### src/sv/gfc_pkg.sv
`default_nettype none
package gfc_pkg;

	localparam int TAPS       = 32;
	localparam int COEF_COUNT = 32;
	localparam int TAP_W      = $clog2(TAPS);

	localparam int SAMPLE_W   = 12;
	localparam int GAIN_W     = 12;
	localparam int GAIN_FRAC  = 8;
	localparam int GPROD_W    = SAMPLE_W + GAIN_W;
	localparam int GCNT_W     = $clog2(SAMPLE_W);
	localparam int SCALED_W   = 16;
	localparam int COEF_W     = 13;
	localparam int COEF_FRAC  = 16;
	localparam int PROD_W     = SCALED_W + COEF_W;
	localparam int ACC_W      = PROD_W + TAP_W;

	localparam int SAMPLE_MAX = 4095;
	localparam logic [GAIN_W-1:0] GAIN_RESET = GAIN_W'(256);

	localparam int CFG_IDX_W  = 2;
	localparam int CFG_DATA_W = 12;
	localparam logic [CFG_IDX_W-1:0] CFG_DSP_ENABLE    = 2'd0;
	localparam logic [CFG_IDX_W-1:0] CFG_FILTER_ENABLE = 2'd1;
	localparam logic [CFG_IDX_W-1:0] CFG_GAIN_Q8       = 2'd2;

	typedef enum logic [1:0] {
		ST_IDLE,
		ST_GAIN,
		ST_FIR,
		ST_DONE
	} state_t;

	localparam logic [COEF_W-1:0] LP_COEF [COEF_COUNT] = '{
		13'd203,  13'd295,  13'd452,  13'd675,  13'd970,  13'd1330, 13'd1750, 13'd2228,
		13'd2746, 13'd3296, 13'd3860, 13'd4417, 13'd4941, 13'd5420, 13'd5826, 13'd6147,
		13'd6364, 13'd6468, 13'd6468, 13'd6364, 13'd6147, 13'd5826, 13'd5420, 13'd4941,
		13'd4417, 13'd3860, 13'd3296, 13'd2746, 13'd2228, 13'd1750, 13'd1330, 13'd970
	};

	// newest sample takes the last used table entry
	function automatic logic [COEF_W-1:0] tap_coef(input logic [TAP_W-1:0] age);
		int idx;
		idx = TAPS - 1 - int'(age);
		if (idx < 0 || idx >= COEF_COUNT) begin
			return '0;
		end
		return LP_COEF[idx];
	endfunction

	function automatic logic [SAMPLE_W-1:0] sat_scaled(input logic [SCALED_W-1:0] v);
		if (v > SCALED_W'(SAMPLE_MAX)) begin
			return SAMPLE_W'(SAMPLE_MAX);
		end
		return v[SAMPLE_W-1:0];
	endfunction

	function automatic logic [SAMPLE_W-1:0] sat_fir(input logic [ACC_W-1:0] a);
		logic [ACC_W-COEF_FRAC-1:0] v;
		v = a[ACC_W-1:COEF_FRAC];
		if (v > (ACC_W-COEF_FRAC)'(SAMPLE_MAX)) begin
			return SAMPLE_W'(SAMPLE_MAX);
		end
		return v[SAMPLE_W-1:0];
	endfunction

endpackage
`default_nettype wire

### src/sv/gfc_gain_serial.sv
`default_nettype none
module gfc_gain_serial
	import gfc_pkg::*;
(
	input  wire logic                clk,
	input  wire logic                arst_n,
	input  wire logic                start,
	input  wire logic [SAMPLE_W-1:0] sample,
	input  wire logic [GAIN_W-1:0]   gain,
	output logic                     done,
	output logic [SCALED_W-1:0]      scaled
);

	logic [SAMPLE_W-1:0] sr_q;
	logic [GPROD_W-1:0]  acc_q;
	logic [GCNT_W-1:0]   cnt_q;
	logic                busy_q;
	logic                done_q;

	// msb first shift and add, one sample bit per cycle
	always_ff @(posedge clk or negedge arst_n) begin
		if (!arst_n) begin
			busy_q <= 1'b0;
			done_q <= 1'b0;
			cnt_q  <= '0;
		end else begin
			done_q <= 1'b0;
			if (start) begin
				busy_q <= 1'b1;
				cnt_q  <= '0;
			end else if (busy_q) begin
				cnt_q <= cnt_q + 1'b1;
				if (cnt_q == GCNT_W'(SAMPLE_W - 1)) begin
					busy_q <= 1'b0;
					done_q <= 1'b1;
				end
			end
		end
	end

	always_ff @(posedge clk) begin
		if (start) begin
			sr_q  <= sample;
			acc_q <= '0;
		end else if (busy_q) begin
			sr_q  <= {sr_q[SAMPLE_W-2:0], 1'b0};
			acc_q <= {acc_q[GPROD_W-2:0], 1'b0}
				+ (sr_q[SAMPLE_W-1] ? GPROD_W'(gain) : GPROD_W'(0));
		end
	end

	assign done   = done_q;
	assign scaled = acc_q[GAIN_FRAC +: SCALED_W];

endmodule
`default_nettype wire

### src/sv/gfc_fir_mac.sv
`default_nettype none
module gfc_fir_mac
	import gfc_pkg::*;
(
	input  wire logic                clk,
	input  wire logic                arst_n,
	input  wire logic                start,
	input  wire logic [SCALED_W-1:0] scaled,
	output logic                     done,
	output logic [ACC_W-1:0]         acc
);

	logic [SCALED_W-1:0] line_q [TAPS];
	logic [TAP_W-1:0]    age_q;
	logic                busy_q;
	logic [PROD_W-1:0]   prod_s1;
	logic                vld_s1;
	logic                last_s1;
	logic [ACC_W-1:0]    acc_q;
	logic                done_q;

	// delay line circulates one word per cycle past the multiplier tap
	always_ff @(posedge clk or negedge arst_n) begin
		if (!arst_n) begin
			for (int k = 0; k < TAPS; k++) begin
				line_q[k] <= '0;
			end
		end else if (start) begin
			line_q[0] <= scaled;
			for (int k = 1; k < TAPS; k++) begin
				line_q[k] <= line_q[k-1];
			end
		end else if (busy_q) begin
			for (int k = 0; k < TAPS - 1; k++) begin
				line_q[k] <= line_q[k+1];
			end
			line_q[TAPS-1] <= line_q[0];
		end
	end

	always_ff @(posedge clk or negedge arst_n) begin
		if (!arst_n) begin
			busy_q  <= 1'b0;
			age_q   <= '0;
			vld_s1  <= 1'b0;
			last_s1 <= 1'b0;
			done_q  <= 1'b0;
		end else begin
			vld_s1  <= busy_q;
			last_s1 <= busy_q && (age_q == TAP_W'(TAPS - 1));
			done_q  <= last_s1;
			if (start) begin
				busy_q <= 1'b1;
				age_q  <= '0;
			end else if (busy_q) begin
				age_q <= age_q + 1'b1;
				if (age_q == TAP_W'(TAPS - 1)) begin
					busy_q <= 1'b0;
				end
			end
		end
	end

	always_ff @(posedge clk) begin
		prod_s1 <= PROD_W'(line_q[0] * tap_coef(age_q));
		if (start) begin
			acc_q <= '0;
		end else if (vld_s1) begin
			acc_q <= acc_q + ACC_W'(prod_s1);
		end
	end

	assign done = done_q;
	assign acc  = acc_q;

endmodule
`default_nettype wire

### src/sv/gain_fir_clamp_sample_path_unit.sv
`default_nettype none
// Sample path: gain, optional low-pass FIR, clamp to 0..4095. One sample is
// worked on at a time. Pass-through goes from acceptance to result_q and then
// to the output register; with gain on, the bit-serial gain multiplier takes
// one sample bit per cycle; with the filter on, the circulating delay line
// feeds one multiply-accumulate per cycle. The next sample is taken once
// the result has moved into the output register, even while that register
// is still stalled.
module gain_fir_clamp_sample_path_unit
	import gfc_pkg::*;
(
	input  wire logic                  clk,
	input  wire logic                  arst_n,
	input  wire logic                  cfg_we,
	input  wire logic [CFG_IDX_W-1:0]  cfg_index,
	input  wire logic [CFG_DATA_W-1:0] cfg_data,
	input  wire logic                  in_valid,
	output logic                       in_stall,
	input  wire logic [SAMPLE_W-1:0]   sample_in,
	output logic                       out_valid,
	input  wire logic                  out_stall,
	output logic [SAMPLE_W-1:0]        sample_out
);

	state_t              state_q;
	state_t              state_d;
	logic                dsp_enable_q;
	logic                filter_enable_q;
	logic [GAIN_W-1:0]   gain_q8_q;
	logic [SAMPLE_W-1:0] result_q;
	logic [SAMPLE_W-1:0] result_d;
	logic                result_ld;
	logic                out_valid_q;
	logic [SAMPLE_W-1:0] sample_out_q;
	logic                gain_start;
	logic                fir_start;
	logic                out_load;
	logic                gain_done;
	logic [SCALED_W-1:0] scaled;
	logic                fir_done;
	logic [ACC_W-1:0]    fir_acc;

	always_ff @(posedge clk or negedge arst_n) begin
		if (!arst_n) begin
			dsp_enable_q    <= 1'b0;
			filter_enable_q <= 1'b0;
			gain_q8_q       <= GAIN_RESET;
		end else if (cfg_we) begin
			case (cfg_index)
				CFG_DSP_ENABLE:    dsp_enable_q    <= cfg_data[0];
				CFG_FILTER_ENABLE: filter_enable_q <= cfg_data[0];
				CFG_GAIN_Q8:       gain_q8_q       <= cfg_data[GAIN_W-1:0];
				default: ;
			endcase
		end
	end

	gfc_gain_serial u_gain (
		.clk    (clk),
		.arst_n (arst_n),
		.start  (gain_start),
		.sample (sample_in),
		.gain   (gain_q8_q),
		.done   (gain_done),
		.scaled (scaled)
	);

	gfc_fir_mac u_fir (
		.clk    (clk),
		.arst_n (arst_n),
		.start  (fir_start),
		.scaled (scaled),
		.done   (fir_done),
		.acc    (fir_acc)
	);

	always_comb begin
		state_d = state_q;
		case (state_q)
			ST_IDLE: begin
				if (in_valid) begin
					state_d = dsp_enable_q ? ST_GAIN : ST_DONE;
				end
			end
			ST_GAIN: begin
				if (gain_done) begin
					state_d = filter_enable_q ? ST_FIR : ST_DONE;
				end
			end
			ST_FIR: begin
				if (fir_done) begin
					state_d = ST_DONE;
				end
			end
			ST_DONE: begin
				if (!out_valid_q || !out_stall) begin
					state_d = ST_IDLE;
				end
			end
			default: state_d = ST_IDLE;
		endcase
	end

	always_comb begin
		in_stall   = 1'b1;
		gain_start = 1'b0;
		fir_start  = 1'b0;
		out_load   = 1'b0;
		result_ld  = 1'b0;
		result_d   = sample_in;
		case (state_q)
			ST_IDLE: begin
				in_stall   = 1'b0;
				gain_start = in_valid && dsp_enable_q;
				result_ld  = in_valid && !dsp_enable_q;
			end
			ST_GAIN: begin
				fir_start = gain_done && filter_enable_q;
				result_ld = gain_done && !filter_enable_q;
				result_d  = sat_scaled(scaled);
			end
			ST_FIR: begin
				result_ld = fir_done;
				result_d  = sat_fir(fir_acc);
			end
			ST_DONE: begin
				out_load = !out_valid_q || !out_stall;
			end
			default: ;
		endcase
	end

	always_ff @(posedge clk or negedge arst_n) begin
		if (!arst_n) begin
			state_q     <= ST_IDLE;
			out_valid_q <= 1'b0;
		end else begin
			state_q <= state_d;
			if (out_load) begin
				out_valid_q <= 1'b1;
			end else if (!out_stall) begin
				out_valid_q <= 1'b0;
			end
		end
	end

	always_ff @(posedge clk) begin
		if (result_ld) begin
			result_q <= result_d;
		end
		if (out_load) begin
			sample_out_q <= result_q;
		end
	end

	assign out_valid  = out_valid_q;
	assign sample_out = sample_out_q;

endmodule
`default_nettype wire

### config.mk
export PLATFORM = sky130hd
export DESIGN_NAME = gain_fir_clamp_sample_path_unit
export DESIGN_NICKNAME = d
export VERILOG_FILES = /design/src/sv/gfc_pkg.sv /design/src/sv/gfc_gain_serial.sv /design/src/sv/gfc_fir_mac.sv /design/src/sv/gain_fir_clamp_sample_path_unit.sv
export SDC_FILE = /design/constraint.sdc
export NUM_CORES = 2
export LEC_CHECK = 0
export BUFFER_PORTS_ARGS = -buffer_cell sky130_fd_sc_hd__buf_4
export CAP_MARGIN = 20
export CORE_ASPECT_RATIO = 1.25
export CORE_UTILIZATION = 32
export DETAILED_ROUTE_END_ITERATION = 7
export PLACE_DENSITY = 0.55
export SLEW_MARGIN = 20
export SYNTH_ARGS = -nofsm -noshare
export SYNTH_HDL_FRONTEND = slang
export SYNTH_SLANG_ARGS = --single-unit
### constraint.sdc
create_clock -name clk -period 15.6 [get_ports clk]
set_input_delay 3.12 -clock clk [delete_from_list [all_inputs] [get_ports clk]]
set_output_delay 3.12 -clock clk [all_outputs]
set_load 0.005 [all_outputs]
### Word-level counts from Yosys, hierarchy flattened

Memory sizes are Yosys's and may differ from the RTL's.
Cells that the tools add are included.

| storage, ports and cells | value |
|---|---|
| output and inout bits | 14 |
| memories kept | 1 |
| memory bits (read-only) | 416 |
| flip-flop bits (word level) | 667 |
| logic and storage cells | 141 |
| input port bits | 31 |

| operators by class | value |
|---|---|
| $add $sub $neg | 5 |
| multipliers | 1 |
| bitwise operators | 1 |
| $lt $le $gt $ge | 5 |
| reduce and logical (&&, ||, !) cells | 19 |
| equality and inequality tests | 12 |
| multiplexer cells | 46 |

Memories:

| memory | depth | bits a word | read ports | clocked after memory_dff | write ports | RTL line | text |
|---|---|---|---|---|---|---|---|
| (no name shown) | 32 | 13 | 1 | 0 | 0 | gfc_pkg.sv:49 | `return LP_COEF[idx];` |

Operator list:

| kind | count |
|---|---|
| two-way mux 512 bit | 2 |
| two-way mux 12 bit | 7 |
| two-way mux 13 bit | 4 |
| adder 34 x 29 -> 34 bit | 1 |
| greater-or-equal comparator 32 x 6 -> 1 bit (second input constant) | 1 |
| greater-or-equal comparator 32 x 7 -> 1 bit (second input constant) | 1 |
| less-than comparator 32 x 1 -> 1 bit (second input constant) | 1 |
| NOT 32 bit | 1 |
| multiplier 16 x 13 -> 29 bit | 1 |
| adder 24 bit | 1 |
| one-hot mux 12 bit (2 select lines) | 1 |
| two-way mux 1 bit | 21 |
| > comparator 18 x 12 -> 1 bit (second input constant) | 1 |
| > comparator 16 x 12 -> 1 bit (second input constant) | 1 |
| two-way mux 2 bit | 5 |
| two-way mux 5 bit | 2 |
| two-way mux 4 bit | 2 |
| one-hot mux 2 bit (4 select lines) | 1 |
| equality test 2 bit (second input constant) | 3 |
| inequality test 2 x 1 -> 1 bit (second input constant) | 3 |
| AND reduction 2 bit | 3 |
| subtractor 5 x 5 -> 6 bit (first input constant) | 1 |
| adder 5 x 1 -> 5 bit (second input constant) | 1 |
| equality test 5 bit (second input constant) | 1 |
| other kinds (11) | 23 |

### Logic depth before layout (Yosys ltp)

| depth | value |
|---|---|
| depth in word-level cells | 7 |
| depth in mapped cells | 28 |
| mapped depth without buffers | 26 |

### By module

Synthesis repeated with hierarchy kept, for this count alone.

| unflattened totals | value |
|---|---|
| cells, all modules | 3963 |
| area, all modules | 38842.3 µm² |

Modules (own cells, without submodules):

| module | cells each | area an instance (µm²) | seq. area each (µm²) | times used |
|---|---|---|---|---|
| gfc_fir_mac | 3547 | 34327.9 | 14298.7 | 1 |
| gfc_gain_serial | 270 | 2582.5 | 991.0 | 1 |
| gain_fir_clamp_sample_path_unit | 146 | 1931.9 | 1147.4 | 1 |

### Least setup slack after synthesis

Ideal clock, no wire load.

| path | value |
|---|---|
| path type | register -> register |
| start point | register u_fir.age_q[0] |
| end point | register u_fir.prod_s1[28] |
| path buffers | 2 |
| library setup time | 0.134 ns |
| cell stages (with the launch flop) | 26 |
| path slack | 8.761 ns |
| arrival | 6.705 ns |
| required time | 15.466 ns |
| period minus slack after synthesis | 6.839 ns |
| path through | dfrtp_1 -> inv_1 -> ha_1 -> clkbuf_1 -> nor2_1 -> o21ai_0 -> a21oi_1 -> nor4_1 -> clkbuf_1 -> nand2_1 -> fa_1 -> inv_1 -> fa_1 -> fa_1 -> fa_1 -> inv_1 -> fa_1 -> inv_1 -> ha_1 -> a2111o_1 -> a21oi_1 -> o31ai_1 -> nand3_1 -> a31oi_1 -> and3_1 -> or4_1 |

| on the way | value |
|---|---|
| longest elaborated chain between the ends | 7 |
| elaborated cells on any way between the ends | 11 |
| classes of those cells | add/sub: 1; mul: 1; order compare: 2; mux: 4; bitwise: 1; reduce/logical: 1; memory: 1 |

Ends and longest elaborated chain:

| element | RTL line | text |
|---|---|---|
| start: declaration | gfc_fir_mac.sv:14 | `logic [TAP_W-1:0] age_q;` |
| start signal: assignment | gfc_fir_mac.sv:56 | `age_q <= age_q + 1'b1;` |
| subtractor 5 x 5 -> 6 bit * | gfc_pkg.sv:45 | `idx = TAPS - 1 - int'(age);` |
| branches (longest 4 deep; another with less-than comparator 32 x 1 -> 1 bit) | - |  |
| two-way mux 13 bit * | gfc_pkg.sv:49 |  |
| multiplier 16 x 13 -> 29 bit * | gfc_fir_mac.sv:65 | `prod_s1 <= PROD_W'(line_q[0] * tap_coef(age_q));` |
| end signal: assignment | gfc_fir_mac.sv:65 |  |
| end: declaration | gfc_fir_mac.sv:16 | `logic [PROD_W-1:0] prod_s1;` |

Mark *: on every way between the ends. The select of a mux whose other input is x is not followed.
A chain may end at the register's enable or synchronous reset.

### Worst setup path after layout

| path | value |
|---|---|
| start point | register u_fir.age_q[2] |
| end point | register u_fir.prod_s1[28] |

Same word-level chain as after synthesis.

==> flow_metrics.py <==
metrics = {
    "status": {
        "status": "finished clean",
    },
    "yosys": {
        "ys_ff_latch": 667,
        "synth_top_family_by_area": "multiplexers",
        "synth.largest_area_cell": "dfrtp_1",
        "syn_inst": 3957,
        "yosysWarnings": 0,
        "yosysTopAreaCellShare_pct": 35.5,
        "syn_nets": 4281,
        "yosysMostFrequentCell": "nand2_1",
        "seq_area_frac_synth_pct": 42.9,
        "avgSynthCellArea_um2": 9.68,
        "synth-main-ff-cell": "dfrtp_1",
        "synthArstFlopShare_pct": 81.6,
        "synth_compound_area_share_pct": 11.5,
        "synth_area_leaders": "dfrtp_1, mux2i_1, fa_1, o21ai_0, nand2_1",
        "syn-cell-area_um2": 38300,
        "yosys-top-cells-count": "nand2_1, o21ai_0, dfrtp_1, mux2i_1, inv_1",
        "synth_edf_count": 36,
        "synthDistinctLibCells": 70,
        "yosys.area_share.simple_pct": 11.9,
        "synthMuxAreaShare_pct": 14.7,
        "synth-xor-area-share_pct": 1.67,
        "synthAdderAreaFrac_pct": 12.6,
    },
    "cts": {
        "htreeDepth": 3,
        "cts-resized-gates": 0,
        "cts_setup_buffers": 0,
        "tritoncts": "done",
        "cts-root-buf": "clkbuf_16",
        "clock_latency_ns": 0.64,
        "clock-sinks": 667,
        "holdBufCountCts": 0,
        "clk_path_buf_depth": 3,
        "cts_buffers": 74,
        "path_clk_slew_ns": 0.06,
    },
    "layout": {
        "design_area_um2": 42500,
        "area_growth_pct": 11.0,
        "diodes": 0,
        "nNetsFinal": 4192,
        "fillerInstances": 12000,
        "drive_gt1_share_pct": 5.71,
    },
    "sta": {
        "finalSetupViolCount": 0,
        "fin_setup_tns_ns": 0,
        "fmax_mhz": 127,
        "period_needed_ns": 7.89,
        "drv_slew": 0,
        "tightestPinTransition_ns": 1.21,
        "rsz0062_at_grt": "no",
        "relSlewSlack_pct": 19.0,
        "timing.final.crit_share_pct": 50.6,
        "fin_skew_ns": 0.0421,
        "hold_viol": 0,
    },
    "critical_path": {
        "cp-start-kind": "register",
        "cp-end-kind": "register",
        "crit_type": "register to register",
        "critical_path.max_fanout": 33,
        "critPathArrivalTime_ns": 8.39,
        "required_ns": 16.10,
    },
    "detailed_routing": {
        "drc": 0,
        "ant_nets": 0,
        "wire_per_inst_um": 14.2,
        "viasPerCell": 4.80,
        "drtIter0Drc": 1519,
        "num_vias": 26400,
        "firstDrtPassIters": 5,
        "wl_um": 78300,
    },
    "global_route": {
        "gr-total-overflow": 0,
        "track_usage_pct": 13.1,
        "grt_pass1_vias": 26500,
        "grt_start_max_net_pins": 302,
        "antenna_found_initial": 0,
        "grt_pass1_wl_um": 134000,
    },
    "power": {
        "vdd_drop_max_mv": 0.163,
        "p_per_area_nw_per_um2": 149,
        "p_leak_nw": 18.2,
    },
    "die": {
        "ioPinCount": 45,
        "rows": 141,
        "coreArea_um2": 119000,
        "dieArea_um2": 121000,
        "start_util_pct": 32.3,
        "dieWidth_um": 312,
        "die_height_um": 389,
    },
    "place": {
        "place_congestion": 0.813,
        "hpwlAfterDp_um": 52500,
        "portBuffers": 44,
        "place_area_um2": 40000,
    },
    "job": {
        "maxCapViolCount": 0,
    },
    "hold_path": {
        "hp-class": "register to register",
    },
}
[flip-flops by register name, indices dropped and copies added (netlist names)]
name / cells
dsp_enable_q: 1
filter_enable_q: 1
gain_q8_q: 12
out_valid: 1
result_q: 12
sample_out: 12
state_q: 2
u_fir.acc: 34
u_fir.age_q: 5
u_fir.busy_q: 1
u_fir.done: 1
u_fir.last_s1: 1
u_fir.line_q: 512
u_fir.prod_s1: 29
u_fir.vld_s1: 1
u_gain.acc_q: 24
u_gain.busy_q: 1
u_gain.cnt_q: 4
u_gain.done: 1
u_gain.sr_q: 12
[stage by stage]
stage / power [mW] / instances / setup slack (ns) / utilization, % / hold slack (ns)
floorplan: 4.01 / 3957 / 8.76 / - / 0.331
global placement: 4.60 / 5363 / 7.54 / 33.8 / 0.332
detailed placement: 4.63 / 5363 / 7.48 / 33.8 / 0.339
CTS: 6.44 / 5497 / 7.50 / 35.9 / 0.353
global route: 6.82 / 5499 / 7.08 / 35.9 / 0.354
finish: 6.34 / 5499 / 7.71 / 35.9 / 0.355
[report_power, final]
| group | total (mW) | leakage [nW] | internal [mW] | switching, mW |
|---|---|---|---|---|
| registers | 2.20 | 8.60 | 1.96 | 0.237 |
| logic | 2.37 | 8.39 | 0.970 | 1.40 |
| clock network | 1.77 | 1.20 | 1.04 | 0.731 |
[layout by cell type (no fill, tap or decap), types with 50 or more instances in the layout]
| master | Yosys | routed |
|---|---|---|
| xnor2_1 | 50 | 50 |
| mux2i_1 | 541 | 541 |
| clkbuf_16 | 0 | 75 |
| o21ai_0 | 609 | 609 |
| dfxtp_1 | 87 | 87 |
| nor2_1 | 121 | 121 |
| fa_1 | 156 | 156 |
| a21oi_1 | 88 | 88 |
| and2_1 | 110 | 110 |
| ha_1 | 137 | 137 |
| buf_4 | 1 | 72 |
| dfrtp_1 | 543 | 542 |
| inv_1 | 235 | 235 |
| nand2_1 | 726 | 726 |
[kinds of logic after synthesis]
| family | Yosys count |
|---|---|
| fa+ha+maj | 293 |
| xor+xnor | 73 |
| mux | 558 |
| compound gates | 816 |
| simple gates | 1070 |
| buf+inv | 480 |
| flops | 667 |
[worst max-delay path, cell delays in order, from the launching register on]
cell and delay [ns]:
dfrtp_1 0.95, clkinv_1 0.59, ha_1 0.35, nand2_1 0.06
o22ai_1 0.09, a21oi_1 0.53, buf_4 0.26, and2_1 0.15
fa_1 0.42, inv_1 0.09, fa_1 0.38, inv_1 0.08
fa_1 0.41, inv_1 0.08, fa_1 0.43, fa_1 0.54
inv_1 0.04, ha_1 0.34, o21ai_0 0.13, o21ai_0 0.26
a21oi_1 0.17, o31ai_1 0.54, nand3_1 0.20, a31oi_1 0.22
nor4_1 0.08, or4_1 0.39
[final cells by class]
type	instances	area (µm²)	share of cell area, %
clock inverters	27	355	0.835
multi-input cells	2810	20100	47.2
repair buffers	79	674	1.59
inverters	236	886	2.08
clock buffers	107	2130	5.00
well taps	1573	1970	4.63
flip-flops and latches	667	16400	38.6
[path summary, 6_finish.rpt]
check                                            from                       endpoint  slack [ns]  cells past startpoint
min                           u_fir.last_s1$_DFF_PN0_           u_fir.done$_DFF_PN0_        0.35                      0
min in group asynchronous                      arst_n  u_fir.line_q[238]$_DFFE_PN0P_        2.57                      1
max                        u_fir.age_q[2]$_DFFE_PN0P_      u_fir.prod_s1[28]$_DFF_P_        7.71                     25
max in group asynchronous                      arst_n   u_fir.line_q[26]$_DFFE_PN0P_       11.14                      4
min reg2reg                   u_fir.last_s1$_DFF_PN0_           u_fir.done$_DFF_PN0_        0.35                      0
max reg2reg                u_fir.age_q[2]$_DFFE_PN0P_      u_fir.prod_s1[28]$_DFF_P_        7.71                     25
[layer usage]
layer	routed length [µm]	GRT usage, %	vias up
met5	0	0	-
met1	36100	17.0	12800
met3	2400	1.93	113
met2	38100	22.5	285
li1	-	-	13100
met4	1660	3.74	0
Note: power is estimated with default switching activity, not from simulation.
